<file path="src/rtl/pes_pkg.sv">
// Shared types and constants for the PES header parser.
// Word layouts for both channels and the stream class lookup.
// No dependencies.
package pes_pkg;

  typedef struct packed {
    logic [7:0] data_byte;
    logic       packet_start;
  } pes_in_t;

  typedef struct packed {
    logic [7:0] out_byte;
    logic       is_payload;
    logic [7:0] stream_code;
    logic       has_optional_header;
    logic       open_length;
    logic       last_payload;
    logic       bad_prefix;
  } pes_out_t;

  localparam int OFFSET_W = 9;
  localparam logic [OFFSET_W-1:0] OFFSET_MAX = 9'd511;

  localparam logic [OFFSET_W-1:0] OFF_PREFIX0   = 9'd0;
  localparam logic [OFFSET_W-1:0] OFF_PREFIX1   = 9'd1;
  localparam logic [OFFSET_W-1:0] OFF_PREFIX2   = 9'd2;
  localparam logic [OFFSET_W-1:0] OFF_STREAM_ID = 9'd3;
  localparam logic [OFFSET_W-1:0] OFF_LEN_HI    = 9'd4;
  localparam logic [OFFSET_W-1:0] OFF_LEN_LO    = 9'd5;
  // fixed header (6) plus flag bytes (3), minus one: header-length byte
  localparam logic [OFFSET_W-1:0] OFF_HDR_LEN   = 9'd8;
  localparam logic [OFFSET_W:0]   PAYLOAD_BASE  = 10'd9;

  localparam logic [7:0] PREFIX_ZERO = 8'h00;
  localparam logic [7:0] PREFIX_ONE  = 8'h01;

  localparam logic [7:0] SID_PROGRAM_MAP = 8'hbc;
  localparam logic [7:0] SID_PADDING     = 8'hbe;
  localparam logic [7:0] SID_PRIVATE_2   = 8'hbf;
  localparam logic [7:0] SID_ECM         = 8'hf0;
  localparam logic [7:0] SID_EMM         = 8'hf1;
  localparam logic [7:0] SID_DSMCC       = 8'hf2;
  localparam logic [7:0] SID_TYPE_E      = 8'hf8;
  localparam logic [7:0] SID_DIRECTORY   = 8'hff;

  function automatic logic is_special_stream(input logic [7:0] id);
    return (id == SID_PROGRAM_MAP) || (id == SID_PADDING) ||
           (id == SID_PRIVATE_2)   || (id == SID_ECM)     ||
           (id == SID_EMM)         || (id == SID_DSMCC)   ||
           (id == SID_TYPE_E)      || (id == SID_DIRECTORY);
  endfunction

endpackage

</file>
<file path="src/rtl/pes_hdr_parse.sv">
// Per-packet parse state and the per-byte classification logic.
// Depends on pes_pkg for word types and stream id constants.
module pes_hdr_parse (
  input  logic             clk,
  input  logic             rst_n,
  input  logic             en,
  input  pes_pkg::pes_in_t item,
  output pes_pkg::pes_out_t result
);
  import pes_pkg::*;

  logic [OFFSET_W-1:0] offset_r, offset_nxt;
  logic [7:0]          sid_r, sid_nxt;
  logic [7:0]          opt_len_r, opt_len_nxt;
  logic [15:0]         remain_r, remain_nxt;
  logic                ordinary_r, ordinary_nxt;
  logic                unbounded_r, unbounded_nxt;
  logic                perr_r, perr_nxt;
  logic                in_pkt_r, in_pkt_nxt;

  logic                payload, last;
  logic                counted;
  logic [15:0]         remain_before;
  logic [7:0]          b;

  always_comb begin
    b = item.data_byte;
    // a packet start wipes the packet state before this byte is parsed
    if (item.packet_start) begin
      in_pkt_nxt    = 1'b1;
      offset_nxt    = '0;
      sid_nxt       = '0;
      opt_len_nxt   = '0;
      remain_nxt    = '0;
      ordinary_nxt  = 1'b0;
      unbounded_nxt = 1'b0;
      perr_nxt      = 1'b0;
    end else begin
      in_pkt_nxt    = in_pkt_r;
      offset_nxt    = offset_r;
      sid_nxt       = sid_r;
      opt_len_nxt   = opt_len_r;
      remain_nxt    = remain_r;
      ordinary_nxt  = ordinary_r;
      unbounded_nxt = unbounded_r;
      perr_nxt      = perr_r;
    end
    payload       = 1'b0;
    last          = 1'b0;
    counted       = 1'b0;
    remain_before = remain_nxt;

    if (in_pkt_nxt) begin
      priority if (offset_nxt == OFF_PREFIX0 || offset_nxt == OFF_PREFIX1) begin
        if (b != PREFIX_ZERO) perr_nxt = 1'b1;
      end else if (offset_nxt == OFF_PREFIX2) begin
        if (b != PREFIX_ONE) perr_nxt = 1'b1;
      end else if (offset_nxt == OFF_STREAM_ID) begin
        sid_nxt      = b;
        ordinary_nxt = !is_special_stream(b);
      end else if (offset_nxt == OFF_LEN_HI) begin
        remain_nxt = {b, 8'h00};
      end else if (offset_nxt == OFF_LEN_LO) begin
        remain_nxt    = {remain_nxt[15:8], b};
        unbounded_nxt = ({remain_nxt[15:8], b} == 16'h0000);
      end else begin
        counted = unbounded_nxt || (remain_nxt != 16'h0000);
        if (ordinary_nxt && offset_nxt == OFF_HDR_LEN) opt_len_nxt = b;
        // count down the declared length, holding at zero
        if (!unbounded_nxt && remain_nxt != 16'h0000) remain_nxt = remain_nxt - 16'd1;
        if (counted) begin
          if (ordinary_nxt) begin
            payload = ({1'b0, offset_nxt} >= (PAYLOAD_BASE + {2'b00, opt_len_nxt}));
          end else begin
            payload = 1'b1;
          end
        end
        last = payload && !unbounded_nxt && (remain_before == 16'd1);
      end
      if (offset_nxt < OFFSET_MAX) offset_nxt = offset_nxt + 9'd1;
    end

    result.out_byte            = b;
    result.is_payload          = payload;
    result.stream_code         = sid_nxt;
    result.has_optional_header = ordinary_nxt;
    result.open_length         = unbounded_nxt;
    result.last_payload        = last;
    result.bad_prefix          = perr_nxt;
  end

  always_ff @(posedge clk) begin
    if (!rst_n) begin
      offset_r    <= '0;
      sid_r       <= '0;
      opt_len_r   <= '0;
      remain_r    <= '0;
      ordinary_r  <= 1'b0;
      unbounded_r <= 1'b0;
      perr_r      <= 1'b0;
      in_pkt_r    <= 1'b0;
    end else if (en) begin
      offset_r    <= offset_nxt;
      sid_r       <= sid_nxt;
      opt_len_r   <= opt_len_nxt;
      remain_r    <= remain_nxt;
      ordinary_r  <= ordinary_nxt;
      unbounded_r <= unbounded_nxt;
      perr_r      <= perr_nxt;
      in_pkt_r    <= in_pkt_nxt;
    end
  end

endmodule

</file>
<file path="src/rtl/pes_header_payload_extractor.sv">
// PES header parser top level: one byte word in, one classified word out.
// out_valid rises in the cycle after input accept. Throughput: 1 word per cycle
// while out_stall holds no result; the parse state updates in the accepting cycle
// and the output register refills whenever it is empty or being taken. Synchronous
// active-low reset clears the parse state (no packet seen) and empties the output
// register. Depends on pes_pkg and pes_hdr_parse.
module pes_header_payload_extractor (
  input  logic               clk,
  input  logic               rst_n,
  input  logic               in_valid,
  output logic               in_stall,
  input  pes_pkg::pes_in_t   in_data,
  output logic               out_valid,
  input  logic               out_stall,
  output pes_pkg::pes_out_t  out_data
);
  import pes_pkg::*;

  logic     accept;
  pes_out_t result;
  pes_out_t out_data_r;
  logic     out_valid_r;

  // hold input only while a result sits unaccepted downstream
  assign in_stall = out_valid_r && out_stall;
  assign accept   = in_valid && !in_stall;

  pes_hdr_parse u_parse (
    .clk    (clk),
    .rst_n  (rst_n),
    .en     (accept),
    .item   (in_data),
    .result (result)
  );

  always_ff @(posedge clk) begin
    if (!rst_n) begin
      out_valid_r <= 1'b0;
    end else if (accept) begin
      out_valid_r <= 1'b1;
    end else if (!out_stall) begin
      out_valid_r <= 1'b0;
    end
  end

  always_ff @(posedge clk) begin
    if (accept) begin
      out_data_r <= result;
    end
  end

  assign out_valid = out_valid_r;
  assign out_data  = out_data_r;

endmodule
</file>
<file path="config.mk">
export PLATFORM = sky130hd
export DESIGN_NAME = pes_header_payload_extractor
export DESIGN_NICKNAME = d
export VERILOG_FILES = /design/src/rtl/pes_pkg.sv /design/src/rtl/pes_hdr_parse.sv /design/src/rtl/pes_header_payload_extractor.sv
export SDC_FILE = /design/constraint.sdc
export NUM_CORES = 1
export LEC_CHECK = 0
export BUFFER_PORTS_ARGS = -buffer_cell sky130_fd_sc_hd__buf_2
export CAP_MARGIN = 40
export CORE_AREA = 2 2 100 102
export CTS_CLUSTER_DIAMETER = 100
export CTS_CLUSTER_SIZE = 8
export DETAILED_ROUTE_END_ITERATION = 8
export DIE_AREA = 0 0 102 104
export GPL_TIMING_DRIVEN = 0
export PLACE_DENSITY = 0.67
export SYNTH_ARGS = -nofsm -noshare
export SYNTH_HDL_FRONTEND = slang
export SYNTH_HIERARCHICAL = 1
export SYNTH_SLANG_ARGS = --single-unit
export TNS_END_PERCENT = 20
</file>
<file path="constraint.sdc">
create_clock -name clk -period 4.2 [get_ports clk]
set_input_delay 0 -clock clk [delete_from_list [all_inputs] [get_ports clk]]
set_output_delay 0 -clock clk [all_outputs]
set_load 0.005 [all_outputs]
</file>
* Word level (Yosys, flattened, before mapping)
Index checks and enable logic that the tools add are counted.
Storage, ports and cells: register bits after elaboration 67, latch bits 0, bits in writable memories 0, memory bits (read-only) 0, input port bits 13, output and inout port bits 23, logic and storage cells 121, memories kept 0
Cells by class: add/subtract/negate cells 3, multiply operators 0, div/mod/pow operators 0, magnitude comparators 2, equality and inequality tests 17, shift-type cells 0, multiplexer cells 59, bitwise gates (word level) 1, reduce and logical (&&, ||, !) cells 23
Operator list (count):
- 2-to-1 mux 8 bit | 19
- 2-to-1 mux 16 bit | 8
- == test 8 bit (second input constant) | 8
- 2-to-1 mux 1 bit | 29
- 2-to-1 mux 9 bit | 3
- == test 9 x 2 -> 1 bit (second input constant) | 2
- == test 9 x 3 -> 1 bit (second input constant) | 2
- == test 16 x 1 -> 1 bit (second input constant) | 1
- zero test 16 bit | 1
- nonzero test 16 bit | 1
- subtractor 16 x 1 -> 16 bit (second input constant) | 1
- greater-or-equal comparator 9 x 10 -> 1 bit | 1
- adder 4 x 8 -> 9 bit (first input constant) | 1
- adder 9 x 1 -> 9 bit (second input constant) | 1
- == test 9 x 1 -> 1 bit (second input constant) | 1
- == test 9 x 4 -> 1 bit (second input constant) | 1
- zero test 9 bit | 1
- logical OR 1 bit | 9
- less-than comparator 9 bit (second input constant) | 1
- != test 8 x 1 -> 1 bit (second input constant) | 1
- nonzero test 8 bit | 1
- logical AND 1 bit | 6
- OR reduction 6 bit | 1
- zero test 1 bit | 3
- 2 further kinds | 2

* Logic depth before layout (Yosys ltp)
Gate-level depths: netlist of run 1.
depth after elaboration 22, mapped depth 20, mapped depth without buffers 14

* By module
Netlist of run 1, hierarchy kept.
By module, submodules not included:
- pes_hdr_parse | instances 1, cells an instance 530, area each 3906.2 sq um, sequential area each 900.9 sq um
- pes_header_payload_extractor | instances 1, cells an instance 25, area each 673.1 sq um, sequential area each 650.6 sq um

* Worst setup path before layout of run 1
OpenSTA, ideal clock, no wires.
path kind input port to flip-flop, start input port in_data[0] (netlist bit), end register out_data_r (netlist bit out_data[1]) (data pin), setup time 0.251 ns, arrival 3.540 ns, path slack 0.409 ns, stages on the path 19, cell sequence buf_2 -> buf_2 -> inv_1 -> clkbuf_1 -> buf_2 -> nand2_1 -> ha_1 -> buf_2 -> nand2b_1 -> nor4_4 -> o21ai_0 -> xnor2_1 -> ha_1 -> a21o_1 -> a2111oi_0 -> o211ai_1 -> o311ai_0 -> nor3_1 -> buf_4
Between the ends: word-level cells in the longest chain between the ends 22, elaborated cells between the ends (all ways) 40
Ends and longest elaborated chain:
- start: declaration | line pes_header_payload_extractor.sv:12 | input pes_pkg::pes_in_t in_data,
- 2-to-1 mux 9 bit | line pes_hdr_parse.sv:29 | if (item.packet_start) begin
- == test 9 x 4 -> 1 bit | line pes_hdr_parse.sv:68 | if (ordinary_nxt && offset_nxt == OFF_HDR_LEN) opt_len_nxt = b;
- logical AND 1 bit | line pes_hdr_parse.sv:68
- 2-to-1 mux 8 bit | line pes_hdr_parse.sv:68
- 2-to-1 mux 8 bit | line pes_hdr_parse.sv:63 | end else if (offset_nxt == OFF_LEN_LO) begin
- 2-to-1 mux 8 bit | line pes_hdr_parse.sv:61 | end else if (offset_nxt == OFF_LEN_HI) begin
- 2-to-1 mux 8 bit | line pes_hdr_parse.sv:58 | end else if (offset_nxt == OFF_STREAM_ID) begin
- 2-to-1 mux 8 bit | line pes_hdr_parse.sv:56 | end else if (offset_nxt == OFF_PREFIX2) begin
- [5 not listed]
- 2-to-1 mux 1 bit | line pes_hdr_parse.sv:71 | if (counted) begin
- 2-to-1 mux 1 bit | line pes_hdr_parse.sv:63
- 2-to-1 mux 1 bit | line pes_hdr_parse.sv:61
- 2-to-1 mux 1 bit | line pes_hdr_parse.sv:58
- 2-to-1 mux 1 bit | line pes_hdr_parse.sv:56
- 2-to-1 mux 1 bit | line pes_hdr_parse.sv:54 | priority if (offset_nxt == OFF_PREFIX0 || offset_nxt == OFF_PREFIX1) begin
- 2-to-1 mux 1 bit | line pes_hdr_parse.sv:53 | if (in_pkt_nxt) begin
- logical AND 1 bit (2 in a row) | line pes_hdr_parse.sv:78 | last = payload && !unbounded_nxt && (remain_before == 16'd1);
- end signal: assignment | line pes_header_payload_extractor.sv:48 | out_data_r <= result;
- end: declaration | line pes_header_payload_extractor.sv:21 | pes_out_t out_data_r;
Parallel ways exist; a longest one is shown, timed or not. The select of a mux whose other input is x is not followed. A chain may end at the register's enable or synchronous reset.

* Worst setup path after layout of run 1
Same ends and word-level chain as after synthesis.

==> results of run 1 <==
==> repair_timing <==
item,in CTS,in global routing
setup endpoints to repair,2,2
resized for setup,7,5
hold buffers,10,0
endpoints found under the hold margin,9,0
pin swaps,1,1
buffers inserted,1,1
==> critical path: cells and delay by family <==
| kind | cells | cell delay [ns] |
|---|---|---|
| compound gates | 5 | 1.06 |
| xor+xnor | 1 | 0.14 |
| fa+ha+maj | 2 | 0.43 |
| buf+inv | 8 | 1.57 |
| simple gates | 5 | 0.85 |
==> metrics by stage <==
stage               setup slack, ns  TNS, ns  utilization (%)  std cells
floorplan                    0.4090        0                -        555
global placement            -0.7460   -1.825            51.17        716
detailed placement          -0.8453   -1.672            51.43        718
CTS                         0.02705        0            54.69        745
global route                0.03957        0            54.86        746
finish                       0.2506        0            54.86        746
==> routing by layer <==
layer | up-vias | track usage, %
li1 | 2189 | -
met1 | 2243 | 41.26
met2 | 327 | 45.44
met3 | 79 | 6.116
met4 | 0 | 10.76
met5 | - | 0
==> power by group through the flow <==
stage	Sequential, W	Combinational (W)	Clock, W
final	0.000699	0.000262	0.000516
after global routing	0.000702	0.000283	0.000560
after CTS	0.000699	0.000253	0.000527
after detailed placement	0.000714	0.000243	0
after global placement	0.000714	0.000239	0
after floorplan	0.000713	0.000159	0
==> registers in the layout, summed over array words and instances, names as in the netlist <==
register             count
out_data                21
u_parse/remain_r        16
u_parse/offset_r         9
u_parse/opt_len_r        8
u_parse/sid_r            8
out_valid                1
u_parse/in_pkt_r         1
u_parse/ordinary_r       1
u_parse/perr_r           1
u_parse/unbounded_r      1
==> worst paths after layout <==
check | startpoint | endpoint
max | in_data[0] | out_data[1]$_DFFE_PP_
min | rst_n | u_parse/remain_r[14]$_SDFFE_PN0P_
max reg2reg | u_parse/offset_r[6]$_SDFFE_PN0P_ | out_data[1]$_DFFE_PP_
min reg2reg | u_parse/sid_r[0]$_SDFFE_PN0P_ | u_parse/sid_r[0]$_SDFFE_PN0P_
==> synth_stat cells, types with 4 or more instances <==
cell type	count	area, sq um
a211oi_1	4	30.03
a21o_1	7	52.55
a21oi_1	31	155.2
a22o_1	14	122.6
a31oi_1	12	75.07
a32oi_1	4	35.03
and2_1	5	31.28
and3_1	4	25.02
buf_2	8	40.04
buf_4	14	105.1
clkbuf_1	25	93.84
dfxtp_1	46	920.9
edfxtp_1	21	630.6
ha_1	16	200.2
inv_1	11	41.29
nand2_1	70	262.8
nand2b_1	5	31.28
nand3_1	17	85.08
nand3b_1	4	30.03
nand4_1	7	43.79
nor2_1	38	142.6
nor2b_1	14	87.58
nor3_1	20	100.1
nor3b_1	7	52.55
nor4_1	13	81.33
nor4b_1	4	35.03
o211ai_1	7	52.55
o21a_1	4	30.03
o21ai_0	22	110.1
o21ai_1	4	20.02
o22ai_1	11	68.82
o31ai_1	4	30.03
or3_1	5	31.28
or4_1	4	30.03
xnor2_1	8	70.07
xor2_1	5	43.79
==> cell type report <==
cell class | instances | area [sq um] | share of cell area, %
Clock inverter | 6 | 48.80 | 0.9315
Multi-Input combinational cell | 427 | 2746 | 52.42
Clock buffer | 10 | 137.6 | 2.627
Sequential cell | 67 | 1551 | 29.62
Timing Repair Buffer | 42 | 277.8 | 5.302
Buffer | 50 | 269.0 | 5.135
Tap cell | 133 | 166.4 | 3.177
Inverter | 11 | 41.29 | 0.7882
==> logic make-up (layout without fill, tap and decap cells) <==
group                      count (synthesis)  after routing  synth area share (%)
muxes                                      2              2                0.4645
AOI/OAI and AO/OA                        157            157                 23.61
adders and majority gates                 17             17                 4.590
xor gates and xnor gates                  13             13                 2.486
and+or+nand+nor                          238            238                 28.44
buffers and inverters                     61            119                 6.530
DFF                                       67             67                 33.88
==> cells in the final DEF (no fill, tap or decap), drive strengths merged, types with 5 or more instances in the layout <==
master,Yosys,final
o21ai,27,27
nand4,7,7
a21oi,31,31
edfxtp,21,21
clkbuf,25,36
dfxtp,46,46
nand3,17,17
xnor2,8,8
ha,16,16
nand2,70,70
nor2b,14,14
nor4,18,18
inv,11,13
xor2,5,5
or4,5,5
or3,5,5
dlygate4sd3,0,10
a21o,7,7
nor4b,5,5
a22o,15,15
o211ai,7,7
o22ai,11,11
nand2b,5,5
nor3b,7,7
and2,8,8
buf,25,56
nor2,38,38
a31oi,12,12
nor3,22,22
==> metrics, run 1 <==
status=finished, final reports clean; Clock Latency Late Sink=between 0.3 and 0.4 ns; Seq/Total Area, Yosys=between 30 and 40%; layout cells sized above 1=between 10% and 20%; final hold vios=0; Slew Limit Fails=0; DR WL/cell=between 20 and 25 microns; Fill cells=roughly 940; WHS Path Cells=3; first-pass GRT wire length=24.25 mm; Worst Path Required=approximately 4.3 ns; gr ovfl total=0; Sw Ratio=31.44%; unrepaired setup endpoints after global routing=no; Die Span X=102 microns; die span in y=approximately 100 microns; final worst-path cycle share=94.03%; Iteration-0 DRC Markers=just over 600; cell count after synthesis=between 500 and 600; Area Growth Syn to Fin=14.40%; CTS buffer count=9; Port Buffer Count=28; CTS H-tree lvls=3; drc violations=0; Comb pwr share=between 15 and 20%; Mapped Area=4579 sq um; Initial Utilization=47.96%; internal power=approximately 0.0010 W; Top Metal Used=met4; post-synthesis register bit count=67; R2R Setup Slk=0.54 ns; max cap viols=0; CP max FO=10; Crit. End Element=flop; Max Freq=~0.25 GHz; Yosys Warn Count=6; Die ar.=around 11000 sq um; Clock power frac=about a third; met3 routed WL=around 1.5 mm; antenna violations before repair=0; post-route cell area=~5200 sq um; Net Switching=about 0.00046 W; FP Rows=36; CTS tree=done; maximum root-to-sink buffer count=2; clk sinks=67; crit path kind=input port to flop; Reg power frac=a little under half; EDFF count, synth=21; DRT Pass-1 Iters=6; Reg2Reg Depth=13; crit-path max cell delay=0.41 ns; metal2 WL=between 6 and 7 mm; worst vdd ir=approximately 0.11 mV; power per cell area=~280 nW/um^2; CTS root buffer=clkbuf_8; antenna-violating nets left=0; Power, Total=around 0.0015 W; Worst EP arrival=slightly above 4 ns; setup violators final=0; Avg Inst Size Synth=around 8.3 sq um; vias per inst=~6.5; largest net degree at the start of global routing=20; placed cell areas=approximately 5000 sq um; worst-path cell chain=buf_2 > buf_4 > buf_4 > inv_1 > clkbuf_4 > buf_2 > nand2_2 > ha_1 > clkbuf_4 > nand2b_2 > nor4_4 > nand4_1 > o21ai_2 > xnor2_1 > ha_1 > a21o_1 > a2111oi_2 > o211ai_1 > o311ai_1 > nor3_1 > buf_4; Syn Nets=just under 600; RD Place Congestion=roughly 0.93; Synth cell types=74; Worst-path clk slew=~0.08 ns; Final Skew=between 0.01 and 0.015 ns; Synth async-reset ratio=0%; nets=about 640; final critical-path required period=between 3 and 4 ns; M1 WL=around 6.4 mm; Worst slew margin=around half; Ports=36; Slowest-stage cell, CP=a2111oi_2; class of the worst hold path=input port to flop; critical path launch point type=input port; hpwl dp=approximately 11 mm; worst hold margin=around 0.11 ns; vias after detailed routing=about 4800; final wirelength=around 15 mm; cell repeated most along the worst path=buf_4; GRT Overall Usage=between 20 and 30%; Core Region=roughly 9500 sq um; slew at the pin with the worst max-slew slack=roughly 0.74 ns; ANT cells=0; ys flop type=dfxtp_1; vias in the first global route=approximately 4400; Pleak=between 1.5 and 2 nW
No activity file was read; power rests on OpenSTA's default activity.
==> inputs of run 2 (changes only) <==
--- a/config.mk
+++ b/config.mk
@@ -7,13 +7,13 @@
 export LEC_CHECK = 0
 export BUFFER_PORTS_ARGS = -buffer_cell sky130_fd_sc_hd__buf_2
 export CAP_MARGIN = 40
-export CORE_AREA = 2 2 100 102
+export CORE_AREA = 2 2 113 115
 export CTS_CLUSTER_DIAMETER = 100
 export CTS_CLUSTER_SIZE = 8
 export DETAILED_ROUTE_END_ITERATION = 8
-export DIE_AREA = 0 0 102 104
+export DIE_AREA = 0 0 115 117
 export GPL_TIMING_DRIVEN = 0
-export PLACE_DENSITY = 0.67
+export PLACE_DENSITY = 0.66
 export SYNTH_ARGS = -nofsm -noshare
 export SYNTH_HDL_FRONTEND = slang
 export SYNTH_HIERARCHICAL = 1
==> metrics, run 2 (synthesis gave the netlist of run 1 again) <==
worst-path cell chain=buf_2 > buf_4 > buf_4 > inv_1 > buf_2 > buf_4 > nand2_1 > ha_1 > clkbuf_4 > nand2b_2 > nor4_4 > nand4_1 > o21ai_2 > xnor2_1 > ha_1 > a21o_1 > a2111oi_2 > o211ai_1 > o311ai_2 > nor3_1 > buf_4; Die Span X=about 120 microns; cell repeated most along the worst path=buf_4; Port Buffer Count=28; CTS H-tree lvls=3; Ports=36; crit path kind=input port to flop; RD Place Congestion=0.9919; hpwl dp=10.54 mm; GRT Overall Usage=22.69%; CTS buffer count=9; fin util=between 40 and 50%; Reg power frac=42.0%; critical path launch point type=input port; slew at the pin with the worst max-slew slack=approximately 0.76 ns; DRT Pass-1 Iters=5; gr ovfl total=0; FP Rows=41; maximum root-to-sink buffer count=2; max cap viols=0; Worst EP arrival=~4 ns; Final Skew=0.009427 ns; worst hold margin=between 0.15 and 0.2 ns; Crit. End Element=flop; power per cell area=between 300 and 400 nW/um^2; Initial Utilization=a little under two fifths; largest net degree at the start of global routing=20; Net Switching=between 0.0004 and 0.0005 W; setup violators final=0; antenna-violating nets left=0; first-pass GRT wire length=approximately 24 mm; Sw Ratio=between 20 and 30%; status=finished, final reports clean; Power, Total=approximately 0.0017 W; Worst slew margin=approximately half; DR WL/cell=just under 20 microns; class of the worst hold path=input port to flop; internal power=~0.0012 W; Pleak=between 1.5 and 2 nW; Core Region=~12000 sq um; worst vdd ir=~0.16 mV; Max Freq=0.2542 GHz; clk sinks=67; Slew Limit Fails=0; CP max FO=10; final hold vios=0; vias per inst=6.260; layout cells sized above 1=about 16%; Clock Latency Late Sink=0.34 ns; Largest register FFs=21; final wirelength=around 15 mm; Iteration-0 DRC Markers=around 570; vias after detailed routing=between 4000 and 5000; final worst-path cycle share=93.65%; antenna violations before repair=0; ANT cells=0; vias in the first global route=approximately 4500; final critical-path required period=around 3.9 ns; Die ar.=around 13000 sq um; most common cell after layout, fill and taps aside=nand2_1; CTS root buffer=clkbuf_16; most frequent cells in the layout=nand2_1, dfxtp_1, nor2_1; Clock power frac=~42%; crit-path max cell delay=roughly 0.39 ns; die span in y=approximately 120 microns; Worst-path clk slew=0.06 ns; Comb pwr share=about 16%; nets=roughly 640; Area Growth Syn to Fin=16.78%; Slowest-stage cell, CP=a2111oi_2; drc violations=0; Worst Path Required=roughly 4.3 ns; CTS tree=done
==> run 2: path summary, 6_finish.rpt <==
check                                                       from                                end  slack (ns)  cells after the start
worst min register to register     u_parse/sid_r[4]$_SDFFE_PN0P_      u_parse/sid_r[4]$_SDFFE_PN0P_        0.47                      2
worst min-delay path                                       rst_n  u_parse/remain_r[14]$_SDFFE_PN0P_        0.16                      3
worst max-delay path                                  in_data[0]              out_data[1]$_DFFE_PP_        0.27                     21
worst max register to register  u_parse/offset_r[2]$_SDFFE_PN0P_              out_data[1]$_DFFE_PP_        0.58                     13
==> run 2: power groups by stage <==
stage | registers (W) | logic, W | clock network (W)
final | 0.000700 | 0.000260 | 0.000706
after global routing | 0.000702 | 0.000279 | 0.000738
after CTS | 0.000699 | 0.000250 | 0.000713
after detailed placement | 0.000713 | 0.000239 | 0
after global placement | 0.000713 | 0.000235 | 0
after floorplan | 0.000713 | 0.000159 | 0
==> run 2: critical path, delay by kind of cell <==
kind / cells / cell delay, ns
AO/OA/AOI/OAI: 5 / 1.03
XOR/XNOR: 1 / 0.15
adder cells (fa/ha/maj): 2 / 0.45
buffers and inverters: 8 / 1.52
AND/OR/NAND/NOR: 5 / 0.87
==> run 2: final cells by class <==
| type | count | area [sq um] |
|---|---|---|
| Buffer | 50 | 269.0 |
| Clock buffer | 11 | 242.7 |
| Clock inverter | 5 | 30.03 |
| Fill cell | 1196 | 6964 |
| Inverter | 11 | 41.29 |
| Multi-Input combinational cell | 427 | 2755 |
| Sequential cell | 67 | 1551 |
| Tap cell | 150 | 187.7 |
| Timing Repair Buffer | 41 | 270.3 |
==> run 2: metrics by stage <==
| stage | TNS [ns] | area (sq um) | worst slack (ns) | cells |
|---|---|---|---|---|
| after floorplan | 0 | 4579 | 0.4090 | 555 |
| after CTS | 0 | 5328 | 0.003131 | 762 |
| after global placement | -1.685 | 4907 | -0.7852 | 733 |
| after detailed placement | -1.472 | 4932 | -0.7502 | 735 |
| after global routing | -0.007076 | 5348 | -0.007076 | 762 |
| final | 0 | 5348 | 0.2666 | 762 |
==> run 2: layer usage <==
| layer | GRT usage, % | vias up | routed length, microns |
|---|---|---|---|
| li1 | - | 2188 | - |
| met1 | 28.54 | 2215 | 6091 |
| met2 | 37.41 | 301 | 6595 |
| met3 | 4.634 | 66 | 1536 |
| met4 | 10.84 | 0 | 660 |
| met5 | 0 | - | 0 |
==> run 2: what timing repair did <==
item                                    in CTS  in global routing
endpoints found under the setup margin       2                  2
hold endpoints to repair                     9                  0
pin swaps                                    1                  1
buffers inserted                             1                  0
hold buffers                                10                  0
gates resized for setup                      7                  7
==> inputs of run 3 (changes only) <==
==> config.mk (replaced) <==
export PLATFORM = sky130hd
export DESIGN_NAME = pes_header_payload_extractor
export DESIGN_NICKNAME = d
export VERILOG_FILES = /design/src/rtl/pes_pkg.sv /design/src/rtl/pes_hdr_parse.sv /design/src/rtl/pes_header_payload_extractor.sv
export SDC_FILE = /design/constraint.sdc
export NUM_CORES = 1
export LEC_CHECK = 0
export CAP_MARGIN = 40
export CORE_AREA = 2 2 110 112
export CTS_CLUSTER_DIAMETER = 100
export CTS_CLUSTER_SIZE = 8
export DETAILED_ROUTE_END_ITERATION = 8
export DIE_AREA = 0 0 112 114
export DONT_BUFFER_PORTS = 1
export GPL_TIMING_DRIVEN = 0
export PLACE_DENSITY = 0.63
export SYNTH_ARGS = -nofsm -noshare
export SYNTH_HDL_FRONTEND = slang
export SYNTH_SLANG_ARGS = --single-unit
export TNS_END_PERCENT = 20
==> metrics, run 3 <==
Area Growth Syn to Fin=18.93%; status=finished, final reports clean; ANT cells=0; hpwl dp=9.957 mm; crit path kind=flop to flop; first-pass GRT wire length=between 20 and 25 mm; Mapped Area=approximately 4300 sq um; CTS tree=done; slew at the pin with the worst max-slew slack=around 0.98 ns; vias per inst=just over 6; Slew Limit Fails=0; Worst Path Required=between 4 and 5 ns; Yosys top cell area share=a little over a fifth; EDFF count, synth=21; Iteration-0 DRC Markers=between 400 and 500; post-synthesis register bit count=67; vias after detailed routing=4344; Setup TNS=0 ns; CTS buffer count=9; Initial Utilization=between 30% and 40%; Slowest-stage cell, CP=or4_4; Largest register FFs=21; Worst EP arrival=between 4 and 5 ns; Fill cells=roughly 1200; gr ovfl total=0; Max Freq=approximately 0.25 GHz; antenna violations before repair=0; cell count after synthesis=~530; clk sinks=67; Port Buffer Count=0; Reg area=around 1600 sq um; CTS root buffer=clkbuf_16; Avg Inst Size Synth=between 8 and 9 sq um; critical path launch point type=flop; hold endpoint=u_parse.remain_r[13]$_SDFFE_PN0P_; R2R Setup Slk=approximately 0.16 ns; layout cells sized above 1=approximately 13%; largest net degree at the start of global routing=31; Die Span X=roughly 110 microns; power per cell area=between 300 and 400 nW/um^2; drc violations=0; Crit. End Element=flop; Reg2Reg Depth=15; Clock Latency Late Sink=between 0.3 and 0.4 ns; Final Skew=around 0.0076 ns; die span in y=approximately 110 microns; setup violators final=0; DR WL/cell=between 20 and 25 microns; max cap viols=0; WHS Path Cells=3; most numerous cell in the Yosys netlist=nand2_1; Hold Crit Start=rst_n; Die ar.=between 10000 and 15000 sq um; Synth async-reset ratio=0%; nets=roughly 590; Core Region=11710 sq um; Yosys Warn Count=0; Pleak=roughly 1.8 nW; top cells by area, synth=dfxtp_1, edfxtp_1, nand2_1; FP Rows=40; combined area of the multi-input logic cells=around 2700 sq um; final worst-path cycle share=just under 100%; reg2reg end=out_data[1]$_SDFFCE_PP0P_; ys flop type=dfxtp_1; Seq/Total Area, Yosys=a little over a third; RD Place Congestion=between 0.9 and 1; worst vdd ir=0.2463 mV; CTS H-tree lvls=3; DRT Pass-1 Iters=5; Syn Nets=approximately 560; origin of the critical flop-to-flop path=u_parse.offset_r[5]$_SDFFE_PN0P_; GRT Overall Usage=roughly a quarter; Post-Place Cells=around 680; Worst-path clk slew=0.06 ns; worst hold margin=around 0.0068 ns; pre-CTS setup slack=-1.496 ns; most frequent cells in the layout=nand2_1, nor2_1, dfxtp_1; cell repeated most along the worst path=or4_4; Worst slew margin=between 30% and 40%; synth cell count leaders=nand2_1, nor2_1, dfxtp_1; non-filler cells, final=slightly above 700; vias in the first global route=4156; Setup WS post-layout=0.1613 ns; cell taking the most area after synthesis=dfxtp_1; crit-path max cell delay=around 0.57 ns; final critical-path required period=between 4 and 5 ns; CP max FO=8; Ports=36; worst-path cell chain=or4_4 > nor3_4 > buf_6 > mux2i_4 > nor2_2 > ha_2 > nand2_1 > o22a_2 > or4_4 > ha_4 > nand4_1 > a2111oi_4 > o41ai_2 > buf_4 > nor4_4; maximum root-to-sink buffer count=2; antenna-violating nets left=0; class of the worst hold path=input port to flop; final wirelength=~15 mm; Synth cell types=63; most common cell after layout, fill and taps aside=nand2_1; final hold vios=0
run 3: metal layers:
layer	track usage (%)	share of wire, %	vias up
met4	13.82	4.7	0
li1	-	-	2007
met3	2.869	6.3	48
met1	30.72	43	2075
met2	36.69	46	214
met5	0	0	-
run 3: final cells by class:
type                            count  share of cell area, %
Clock buffer                        9                  4.395
Sequential cell                    67                  30.27
Clock inverter                      7                  1.636
Buffer                             31                  2.979
Multi-Input combinational cell    416                  52.15
Inverter                           13                 0.9521
Tap cell                          147                  3.589
Timing Repair Buffer               24                  4.028
run 3: worst max-delay path by stage:
stage               depth (start not counted)                             start                         to
global route                               18  u_parse.offset_r[0]$_SDFFE_PN0P_  out_data[1]$_SDFFCE_PP0P_
CTS                                        15  u_parse.offset_r[5]$_SDFFE_PN0P_  out_data[1]$_SDFFCE_PP0P_
detailed placement                         21                        in_data[0]  out_data[1]$_SDFFCE_PP0P_
floorplan                                  21                        in_data[0]  out_data[1]$_SDFFCE_PP0P_
global placement                           21                        in_data[0]  out_data[1]$_SDFFCE_PP0P_
finish                                     15  u_parse.offset_r[5]$_SDFFE_PN0P_  out_data[1]$_SDFFCE_PP0P_
run 3: report_power, final:
group | switching (W) | internal, W
logic | 0.000143 | 0.0000690
registers | 0.0000168 | 0.000689
clock network | 0.000327 | 0.000470
total | 0.000486 | 0.00123
run 3: what timing repair did:
action                                  4_1_cts  5_1_grt
gates resized for setup                      15       14
setup buffers                                 5        5
hold buffers                                 11        0
pin swaps                                     4        5
endpoints found under the setup margin        2        2
endpoints found under the hold margin        25        0
run 3: worst max-delay path: cells and delay by family (launching register included):
kind / cells / cell delay, ns
compound gates: 3 / 0.68
fa+ha+maj: 2 / 0.49
buf+inv: 2 / 0.34
flops: 1 / 0.41
mux: 1 / 0.08
simple gates: 7 / 1.86
run 3: cell families after synthesis:
family                     share of synthesized area [%]
DFF                                                36.00
AOI/OAI and AO/OA                                  20.59
and+or+nand+nor                                    27.24
adders and majority gates                          4.878
muxes                                              4.675
buffers and inverters                              3.978
xor gates and xnor gates                           2.642
run 3: stage by stage:
stage          util [%]  total power, W  instance area (sq um)
2_1_floorplan         -       0.0008477                   4313
3_3_place_gp      38.40       0.0009030                   4497
3_5_place_dp      38.56       0.0009051                   4516
4_1_cts           42.95        0.001709                   5030
5_1_grt           43.76        0.001761                   5125
6_report          43.76        0.001714                   5125
